$ cat src/rtl/plcm_pkg.sv
// Shared types and constants for the piecewise linear colormap core.
// Holds the configuration register layout, the register indexes and the color stop table.
// No dependencies.
`default_nettype none

package plcm_pkg;

	localparam int DATA_W = 32;
	localparam int STOP_W = 11;
	localparam int DELTA_W = STOP_W + 1;
	localparam int NUM_STOPS = 5;
	localparam int NUM_CHANS = 3;

	typedef logic [STOP_W-1:0] stop_t;
	typedef logic signed [DELTA_W-1:0] delta_t;

	typedef enum logic [1:0] {
		REG_RANGE_LOW = 2'd0,
		REG_RANGE_HIGH = 2'd1,
		REG_PARTITION_SCALE = 2'd2
	} cfg_reg_t;

	typedef struct packed {
		logic signed [DATA_W-1:0] range_low;
		logic signed [DATA_W-1:0] range_high;
		logic [DATA_W-1:0] partition_scale;
	} cfg_t;

	typedef struct packed {
		stop_t c0;
		delta_t d;
	} chan_coef_t;

	localparam logic signed [DATA_W-1:0] RANGE_LOW_RST = 32'sd0;
	localparam logic signed [DATA_W-1:0] RANGE_HIGH_RST = 32'sd65536;
	localparam logic [DATA_W-1:0] PARTITION_SCALE_RST = 32'd262144;

	// Stop colors in units of 1/1020, so that color * 255 * 4 is an exact integer.
	localparam stop_t STOP_LEVEL [NUM_STOPS][NUM_CHANS] = '{
		'{11'd0, 11'd0, 11'd510},
		'{11'd0, 11'd357, 11'd153},
		'{11'd357, 11'd357, 11'd357},
		'{11'd1020, 11'd357, 11'd102},
		'{11'd1020, 11'd1020, 11'd0}
	};

	function automatic chan_coef_t stop_coef(input logic [1:0] seg, input logic [1:0] ch);
		logic [2:0] idx0;
		logic [2:0] idx1;
		chan_coef_t coef;
		idx0 = {1'b0, seg};
		idx1 = idx0 + 3'd1;
		coef.c0 = STOP_LEVEL[idx0][ch];
		coef.d = $signed({1'b0, STOP_LEVEL[idx1][ch]}) - $signed({1'b0, STOP_LEVEL[idx0][ch]});
		return coef;
	endfunction

endpackage

`default_nettype wire

$ cat src/rtl/plcm_cfg_regs.sv
// Configuration register file of the piecewise linear colormap core.
// Depends on plcm_pkg for the register layout and the register indexes.
`default_nettype none

module plcm_cfg_regs (
	input wire logic clk,
	input wire logic arst_n,
	input wire logic cfg_valid,
	input wire logic [1:0] cfg_index,
	input wire logic [plcm_pkg::DATA_W-1:0] cfg_data,
	output plcm_pkg::cfg_t cfg
);

	plcm_pkg::cfg_t cfg_q;

	always_ff @(posedge clk or negedge arst_n) begin
		if (!arst_n) begin
			cfg_q.range_low <= plcm_pkg::RANGE_LOW_RST;
			cfg_q.range_high <= plcm_pkg::RANGE_HIGH_RST;
			cfg_q.partition_scale <= plcm_pkg::PARTITION_SCALE_RST;
		end else if (cfg_valid) begin
			unique case (cfg_index)
				plcm_pkg::REG_RANGE_LOW: cfg_q.range_low <= $signed(cfg_data);
				plcm_pkg::REG_RANGE_HIGH: cfg_q.range_high <= $signed(cfg_data);
				plcm_pkg::REG_PARTITION_SCALE: cfg_q.partition_scale <= cfg_data;
				default: ;
			endcase
		end
	end

	assign cfg = cfg_q;

endmodule

`default_nettype wire

$ cat src/rtl/plcm_front.sv
// Front stages of the colormap pipeline: range compare, offset, scale multiply, interval decode.
// Produces per channel base level and slope with the interpolation fraction.
// Depends on plcm_pkg.
`default_nettype none

module plcm_front #(
	parameter int FRAC_BITS = 16
) (
	input wire logic clk,
	input wire logic arst_n,
	input wire logic in_valid,
	input wire logic signed [plcm_pkg::DATA_W-1:0] pixel_value,
	input wire plcm_pkg::cfg_t cfg,
	output logic valid_s3,
	output plcm_pkg::chan_coef_t coef_s3 [plcm_pkg::NUM_CHANS],
	output logic [FRAC_BITS:0] frac_s3
);

	localparam int PROD_W = 2 * plcm_pkg::DATA_W;
	localparam logic [FRAC_BITS:0] FRAC_ONE = {1'b1, {FRAC_BITS{1'b0}}};

	logic valid_s1;
	logic low_s1;
	logic high_s1;
	logic [plcm_pkg::DATA_W-1:0] diff_s1;

	logic valid_s2;
	logic low_s2;
	logic high_s2;
	logic [PROD_W-1:0] prod_s2;

	logic ge4;
	logic [1:0] seg;
	logic [FRAC_BITS:0] frac;

	always_ff @(posedge clk or negedge arst_n) begin
		if (!arst_n) begin
			valid_s1 <= 1'b0;
			valid_s2 <= 1'b0;
			valid_s3 <= 1'b0;
		end else begin
			valid_s1 <= in_valid;
			valid_s2 <= valid_s1;
			valid_s3 <= valid_s2;
		end
	end

	always_ff @(posedge clk) begin
		low_s1 <= pixel_value <= cfg.range_low;
		high_s1 <= pixel_value >= cfg.range_high;
		diff_s1 <= pixel_value - cfg.range_low;
	end

	always_ff @(posedge clk) begin
		low_s2 <= low_s1;
		high_s2 <= high_s1;
		prod_s2 <= PROD_W'(diff_s1) * PROD_W'(cfg.partition_scale);
	end

	// A value at or below the low end uses the start of the first interval, and a value at
	// or above the high end, or a scaled offset of four or more, uses the end of the last.
	always_comb begin
		ge4 = |prod_s2[PROD_W-1:2*FRAC_BITS+2];
		if (low_s2) begin
			seg = 2'd0;
			frac = '0;
		end else if (high_s2 || ge4) begin
			seg = 2'd3;
			frac = FRAC_ONE;
		end else begin
			seg = prod_s2[2*FRAC_BITS+1:2*FRAC_BITS];
			frac = {1'b0, prod_s2[2*FRAC_BITS-1:FRAC_BITS]};
		end
	end

	always_ff @(posedge clk) begin
		frac_s3 <= frac;
		for (int ch = 0; ch < plcm_pkg::NUM_CHANS; ch++) begin
			coef_s3[ch] <= plcm_pkg::stop_coef(seg, 2'(ch));
		end
	end

endmodule

`default_nettype wire

$ cat src/rtl/plcm_lerp.sv
// Back stages for one color channel: linear blend of two stops, then scale, clamping to 0..255 and truncation.
// Depends on plcm_pkg for the stop level and slope types.
`default_nettype none

module plcm_lerp #(
	parameter int FRAC_BITS = 16
) (
	input wire logic clk,
	input wire plcm_pkg::chan_coef_t coef_s3,
	input wire logic [FRAC_BITS:0] frac_s3,
	output logic [7:0] level_s5
);

	localparam int NUM_W = FRAC_BITS + plcm_pkg::DELTA_W + 1;
	localparam int LVL_W = NUM_W - FRAC_BITS - 3;

	logic signed [NUM_W-1:0] base;
	logic signed [NUM_W-1:0] d_ext;
	logic signed [NUM_W-1:0] frac_ext;
	logic signed [NUM_W-1:0] num_s4;
	logic [LVL_W-1:0] level_wide;

	always_comb begin
		base = $signed({2'b00, coef_s3.c0, {FRAC_BITS{1'b0}}});
		d_ext = {{(NUM_W-plcm_pkg::DELTA_W){coef_s3.d[plcm_pkg::DELTA_W-1]}}, coef_s3.d};
		frac_ext = $signed({{(NUM_W-FRAC_BITS-1){1'b0}}, frac_s3});
	end

	always_ff @(posedge clk) begin
		num_s4 <= base + d_ext * frac_ext;
	end

	assign level_wide = num_s4[NUM_W-2:FRAC_BITS+2];

	always_ff @(posedge clk) begin
		if (num_s4[NUM_W-1]) begin
			level_s5 <= 8'd0;
		end else if (level_wide > LVL_W'(255)) begin
			level_s5 <= 8'd255;
		end else begin
			level_s5 <= level_wide[7:0];
		end
	end

endmodule

`default_nettype wire

$ cat src/rtl/piecewise_linear_colormap_core.sv
// The done strobe follows the start transfer through the valid registers valid_s1 to valid_s5.
// Throughput is one pixel per cycle, through the 32 by 32 bit scale multiplier stage.
// The receiver cannot stall, so busy stays low and no pixel is ever held back.
// An asynchronous reset clears the valid pipeline and loads the default range of zero to one.
// Depends on plcm_pkg, plcm_cfg_regs, plcm_front and plcm_lerp.
`default_nettype none

module piecewise_linear_colormap_core #(
	parameter int FRAC_BITS = 16
) (
	input wire logic clk,
	input wire logic arst_n,
	input wire logic start,
	output logic busy,
	input wire logic signed [31:0] pixel_value,
	output logic done,
	output logic [7:0] red,
	output logic [7:0] green,
	output logic [7:0] blue,
	input wire logic cfg_valid,
	output logic cfg_ready,
	input wire logic [1:0] cfg_index,
	input wire logic [31:0] cfg_data
);

	plcm_pkg::cfg_t cfg;
	plcm_pkg::chan_coef_t coef_s3 [plcm_pkg::NUM_CHANS];
	logic [FRAC_BITS:0] frac_s3;
	logic valid_s3;
	logic valid_s4;
	logic valid_s5;
	logic [7:0] level_s5 [plcm_pkg::NUM_CHANS];

	assign busy = 1'b0;
	assign cfg_ready = 1'b1;

	plcm_cfg_regs u_cfg_regs (
		.clk(clk),
		.arst_n(arst_n),
		.cfg_valid(cfg_valid),
		.cfg_index(cfg_index),
		.cfg_data(cfg_data),
		.cfg(cfg)
	);

	plcm_front #(
		.FRAC_BITS(FRAC_BITS)
	) u_front (
		.clk(clk),
		.arst_n(arst_n),
		.in_valid(start && !busy),
		.pixel_value(pixel_value),
		.cfg(cfg),
		.valid_s3(valid_s3),
		.coef_s3(coef_s3),
		.frac_s3(frac_s3)
	);

	for (genvar ch = 0; ch < plcm_pkg::NUM_CHANS; ch++) begin : g_chan
		plcm_lerp #(
			.FRAC_BITS(FRAC_BITS)
		) u_lerp (
			.clk(clk),
			.coef_s3(coef_s3[ch]),
			.frac_s3(frac_s3),
			.level_s5(level_s5[ch])
		);
	end

	always_ff @(posedge clk or negedge arst_n) begin
		if (!arst_n) begin
			valid_s4 <= 1'b0;
			valid_s5 <= 1'b0;
		end else begin
			valid_s4 <= valid_s3;
			valid_s5 <= valid_s4;
		end
	end

	assign done = valid_s5;
	assign red = level_s5[0];
	assign green = level_s5[1];
	assign blue = level_s5[2];

endmodule

`default_nettype wire
$ cat config.mk
export PLATFORM = sky130hd
export DESIGN_NAME = piecewise_linear_colormap_core
export DESIGN_NICKNAME = d
export VERILOG_FILES = /design/src/rtl/plcm_pkg.sv /design/src/rtl/plcm_cfg_regs.sv /design/src/rtl/plcm_front.sv /design/src/rtl/plcm_lerp.sv /design/src/rtl/piecewise_linear_colormap_core.sv
export SDC_FILE = /design/constraint.sdc
export NUM_CORES = 2
export LEC_CHECK = 0
export BUFFER_PORTS_ARGS = -buffer_cell sky130_fd_sc_hd__buf_2
export CORE_MARGIN = 1.5
export CORE_UTILIZATION = 36
export CTS_CLUSTER_DIAMETER = 60
export DETAILED_ROUTE_END_ITERATION = 6
export HOLD_SLACK_MARGIN = 0.08
export PLACE_DENSITY_LB_ADDON = 0.3
export SLEW_MARGIN = 20
export SYNTH_ARGS = -nofsm -noshare
export SYNTH_HDL_FRONTEND = slang
export SYNTH_SLANG_ARGS = --single-unit
$ cat constraint.sdc
create_clock -name clk -period 7.7 [get_ports clk]
set_input_delay 1.155 -clock clk [delete_from_list [all_inputs] [get_ports clk]]
set_output_delay 1.155 -clock clk [all_outputs]
set_load 0.01 [all_outputs]
# After elaboration in Yosys (flattened, before gate mapping)
# Memories as Yosys holds them, arrays and structs flattened.
# Cells that the tools add are included.
[op_classes]
add_sub_neg = 8
multipliers = 4
reduce_logical = 7
muxes = 10
order_cmp = 7
eq_ne = 2
bitwise = 2
[ops]
columns = ["cell", "count"]
rows = [
  ["$mux 33", 4],
  ["$add 28x29->29", 3],
  ["$mul 12x18->29", 3],
  ["$mul 32x32->64", 1],
  ["$sub 11x11->12", 3],
  ["$ge 32x32->1", 1],
  ["$le 32x32->1", 1],
  ["$sub 32x32->32", 1],
  ["$gt 10x8->1 const B", 3],
  ["$reduce_or 30->1", 1],
  ["$mux 8", 3],
  ["$mux 17", 1],
  ["$ge 4x4->1 const B", 2],
  ["$reduce_and 2->1", 3],
  ["$mux 2", 2],
  ["$not 2->4", 1],
  ["$not 3->4", 1],
  ["$add 2x1->3 const B", 1],
  ["$eq 2x1->1 const B", 1],
  ["$eq 2x2->1 const B", 1],
  ["$logic_not 2->1", 1],
  ["$reduce_or 2->1", 1],
  ["$logic_or 1x1->1", 1],
]
[totals]
rom_bits = 528
reg_bits = 398
wordCells = 70
in_bits = 70
output_inout_bits = 27
memories = 2
[mem_list]
columns = ["memory", "words", "word_bits", "read_ports", "rd_ports_with_merged_regs", "wr", "line", "text"]
rows = [
  ["(no name shown)", 8, 33, 1, 0, 0, "plcm_pkg.sv:54", "coef.d = $signed({1'b0, STOP_LEVEL[idx1][ch]}) - $signed({1'b0, STOP_LEVEL[idx0][ch]});"],
  ["(no name shown)", 8, 33, 1, 0, 0, "plcm_pkg.sv:53", "coef.c0 = STOP_LEVEL[idx0][ch];"],
]

# Depth between registers and ports, before layout
[logic_depth]
word_depth = 10
depth_mapped = 30
mapped_depth_nobuf = 29

# Modules after synthesis
# From an unflattened synthesis, not the netlist that was laid out.
[unflattened]
hier_cells = 6750
hier_area_um2 = 62930.4
[modules_own_cells]
columns = ["module", "instances", "area_each_um2", "cells_each", "seq_area_each_um2"]
rows = [
  ["plcm_front", 1, 38547.0, 4221, 2397.3],
  ["plcm_lerp", 3, 6894.1, 773, 380.4],
  ["plcm_cfg_regs", 1, 3628.5, 204, 2404.8],
  ["piecewise_linear_colormap_core", 1, 72.6, 6, 50.0],
]

# Least setup slack after synthesis
# No wires, ideal clock.
[synth_path]
kind = "register to register"
startpoint = "register u_cfg_regs.cfg_q (netlist bit u_cfg_regs.cfg[5])"
endpoint = "register u_front.prod_s2[41]"
path_buffers = 1
setup_ns = 0.120
arrival_ns = 7.074
t_required_ns = 7.580
path_stages_with_launch = 29
slack_ns = 0.506
synth_period_minus_slack_ns = 7.194
cell_sequence = "dfrtp_1 clkbuf_1 and2_1 fa_1 fa_1 fa_1 inv_1 fa_1 inv_1 fa_1 inv_1 fa_1 inv_1 fa_1 inv_1 fa_1 inv_1 ha_1 nand4_1 nor2_1 o21ai_0 a211oi_2 nor3_2 a21o_1 o311a_1 o31ai_4 a21o_1 a21oi_2 xnor2_1"
[synth_between]
elab_chain_cells = 1
[synth_lines]
columns = ["item", "line", "text"]
rows = [
  ["start: declaration", "plcm_cfg_regs.sv:14", "plcm_pkg::cfg_t cfg_q;"],
  ["$mul 32x32->64", "plcm_front.sv:57", "prod_s2 <= PROD_W'(diff_s1) * PROD_W'(cfg.partition_scale);"],
  ["end signal: assignment", "plcm_front.sv:57", ""],
  ["end: declaration", "plcm_front.sv:30", "logic [PROD_W-1:0] prod_s2;"],
]
# No other way between the ends.
# A chain may end at the register's enable or synchronous reset.

# Final worst setup path
[layout_path]
startpoint = "register u_cfg_regs.cfg_q (netlist bit u_cfg_regs.cfg[8])"
endpoint = "register u_front.prod_s2[49]"
# The elaborated chain is that of the path after synthesis.

==> impl_metrics.json <==
{
  "outcome": "completed",
  "hpwl_um": 126900,
  "cts_made_buffers": 45,
  "fin_skew_ns": 0.06241,
  "grtUsageMet1": 0.2464,
  "crit_end": "u_front.prod_s2[49]",
  "syn_to_final_growth_pct": 11.13,
  "ys_top_cells_by_area": "fa_1, ha_1, inv_1, and2_1, dfxtp_1",
  "rr_worst_depth": 26,
  "gr-usage-met3": 0.01835,
  "io_buffer_count": 94,
  "ant_nets": 0,
  "vias_per_cell": 4.662,
  "grtUsageMet2": 0.3065,
  "seq_area_frac_synth": 0.1004,
  "rsz0062_at_grt": "yes",
  "tritoncts": "built",
  "start_kind": "flip-flop",
  "slew_violations": 0,
  "avgSynthCellArea_um2": 9.394,
  "period_minus_slack_ns": 7.483,
  "clk_pin_slew_worst_paths_ns": 0.06,
  "worst_slew_pin_slew_ns": 0.8874,
  "reg2reg_to": "u_front.prod_s2[49]",
  "wl_per_cell_um": 16.67,
  "ys_top_cells_by_count": "inv_1, fa_1, nand2_1, and2_1, ha_1",
  "die-area_mm2": 0.1682,
  "hold_class": "flip-flop to flip-flop",
  "core_area_mm2": 0.1648,
  "drive_gt1_frac": 0.09675,
  "cp-startpoint": "u_cfg_regs.cfg[8]",
  "grt_overflow": 0,
  "die_x_um": 410.2,
  "yosysTopAreaCell": "fa_1",
  "synth_top_area_frac": 0.4478,
  "synth_cell_type_count": 75,
  "setup.worst_path.end_class": "flip-flop",
  "fmax_mhz": 133.6,
  "pin_count": 97,
  "synthFlopType": "dfxtp_1",
  "cts_root_buffer": "clkbuf_16",
  "vias": 40810,
  "drcViolationCount": 0,
  "ys_seq_elements": 274,
  "hold_violations": 0,
  "regToRegSetupSlack_ns": 0.22,
  "grtUsageTotal": 0.1788,
  "num-nets-final": 8508,
  "cts-htree-levels": 2,
  "routabilityCongestion": 0.8611,
  "insertion_delay_ns": 0.64,
  "hold_buffers": 0,
  "chipHeight_um": 410.2,
  "synth_cells": 6353,
  "fin_setup_tns_ns": 0,
  "crit_arrival_ns": 8.02,
  "clockBufferDepth": 3,
  "hold_ws_ns": 0.3498,
  "antenna_found_initial": 2,
  "start_util": 0.3621,
  "wl_um": 145900,
  "syn_area_mm2": 0.05968,
  "synth_most_common_cell": "inv_1",
  "dpl.cell_count": 8645,
  "grt_pass1_vias": 45030,
  "num_rows": 149,
  "crit_path_max_fanout": 12,
  "grt_pass1_wl_um": 240200,
  "synth_enable_flop_cells": 0,
  "busiest_layer": "met2",
  "timing.rr.start": "u_cfg_regs.cfg[8]",
  "max_cap_violations": 0,
  "drt_first_pass_iters": 5,
  "clkSinkCount": 274,
  "relSlewSlack": 0.4076,
  "fin_cells": 8754,
  "crit_type": "flip-flop to flip-flop",
  "post-route-period-util": 0.9719,
  "grt_max_degree": 78,
  "first_iter_violations": 1897,
  "setup_viol": 0,
  "cp.required_ns": 8.24,
  "async_reset_ff_frac": 0.3686,
  "yosys_warnings": 0
}
-- placed cells by master (no fill, tap or decap), types with 21 or more instances in the layout --
master / n
nand4_1: 25
a21o_1: 69
o21bai_1: 22
nor2_1: 135
nand2_1: 762
xor2_1: 29
xnor2_1: 76
buf_4: 249
and2_1: 609
fa_1: 1332
ha_1: 572
buf_2: 94
nor2b_1: 21
nor3_1: 31
o21ai_0: 76
conb_1: 24
dfrtp_1: 86
a21oi_1: 104
nand2b_1: 61
clkbuf_16: 47
inv_1: 1599
dfxtp_1: 160
mux2_2: 65
-- worst min path at each step --
stage / start / end / slack (ns) / cells past startpoint
2_1_floorplan: u_front.high_s1 / u_front.high_s2 / 0.31 / 0
3_5_place_dp: u_front.valid_s1 / u_front.valid_s2 / 0.34 / 0
5_1_grt: u_front.valid_s2 / u_front.valid_s3 / 0.36 / 0
3_3_place_gp: u_front.valid_s1 / u_front.valid_s2 / 0.34 / 0
4_1_cts: u_front.valid_s1 / u_front.valid_s2 / 0.35 / 0
6_report: u_front.valid_s1 / u_front.valid_s2 / 0.35 / 0
-- flip-flops by register name, indices dropped and copies added (netlist names) --
signal,flops
u_front.low_s2,1
u_front.diff_s1,32
u_front.valid_s2,1
done,1
u_front.low_s1,1
valid_s4,1
g_chan.u_lerp.level_s5,24
u_front.valid_s1,1
u_front.prod_s2,48
u_front.valid_s3,1
u_front.coef_s3,15
g_chan.u_lerp.num_s4,33
u_front.high_s2,1
u_front.high_s1,1
u_cfg_regs.cfg,96
u_front.frac_s3,17
-- worst max-delay path, cell delays in order (launching register included) --
cell	delay, ns
dfrtp_1	0.42
buf_12	0.16
buf_4	0.13
buf_4	0.17
and2_1	0.16
fa_1	0.53
inv_1	0.05
fa_1	0.55
fa_1	0.56
inv_1	0.05
fa_1	0.50
fa_1	0.58
fa_1	0.43
fa_1	0.49
inv_1	0.05
fa_1	0.47
inv_1	0.04
ha_1	0.32
buf_4	0.17
a21o_1	0.24
a21o_1	0.22
a221oi_1	0.24
o21ai_1	0.14
a221oi_2	0.30
o21ai_1	0.14
a21oi_1	0.17
xnor2_1	0.13
-- cell type report --
type	instances	area [µm²]
Fill cell	16360	98480
Multi-Input combinational cell	4215	46970
Sequential cell	274	6046
Inverter	1607	6032
Timing Repair Buffer	384	3003
Tap cell	2189	2739
Clock buffer	56	1207
Clock inverter	27	325.3
Antenna cell	2	5.005
-- stage by stage --
| stage | setup slack [ns] | area, µm² | utilization |
|---|---|---|---|
| after global routing | -0.09367 | 66320 | 0.4024 |
| after floorplan | 0.5055 | 59760 | - |
| final | 0.2166 | 66330 | 0.4025 |
| after global placement | -0.3425 | 64140 | 0.3892 |
| after detailed placement | -0.4082 | 64140 | 0.3892 |
| after CTS | 0.004619 | 65720 | 0.3988 |
-- cells by family after synthesis --
logic type,share of synthesized area
other cells,0.0001258
buf+inv,0.1187
mux,0.01243
fa+ha+maj,0.5686
xor+xnor,0.01541
simple gates,0.1427
flops,0.1004
compound gates,0.04159
-- layer usage --
layer,routed length (µm),vias to the layer above
met5,0,-
met4,2349,0
met1,66480,20950
li1,-,18890
met3,6249,151
met2,70820,817
-- what timing repair did --
| action | CTS | global route |
|---|---|---|
| pin swaps | 3 | 69 |
| gates resized for setup | 12 | 117 |
| endpoints found under the setup margin | 23 | 25 |
| endpoints found under the hold margin | 0 | 0 |
| buffers inserted | 0 | 20 |
| gates cloned | 0 | 4 |
Power is left out: the tool's default activity adds up to more than one toggle a clock period on the data nets, which glitch-free logic cannot reach.
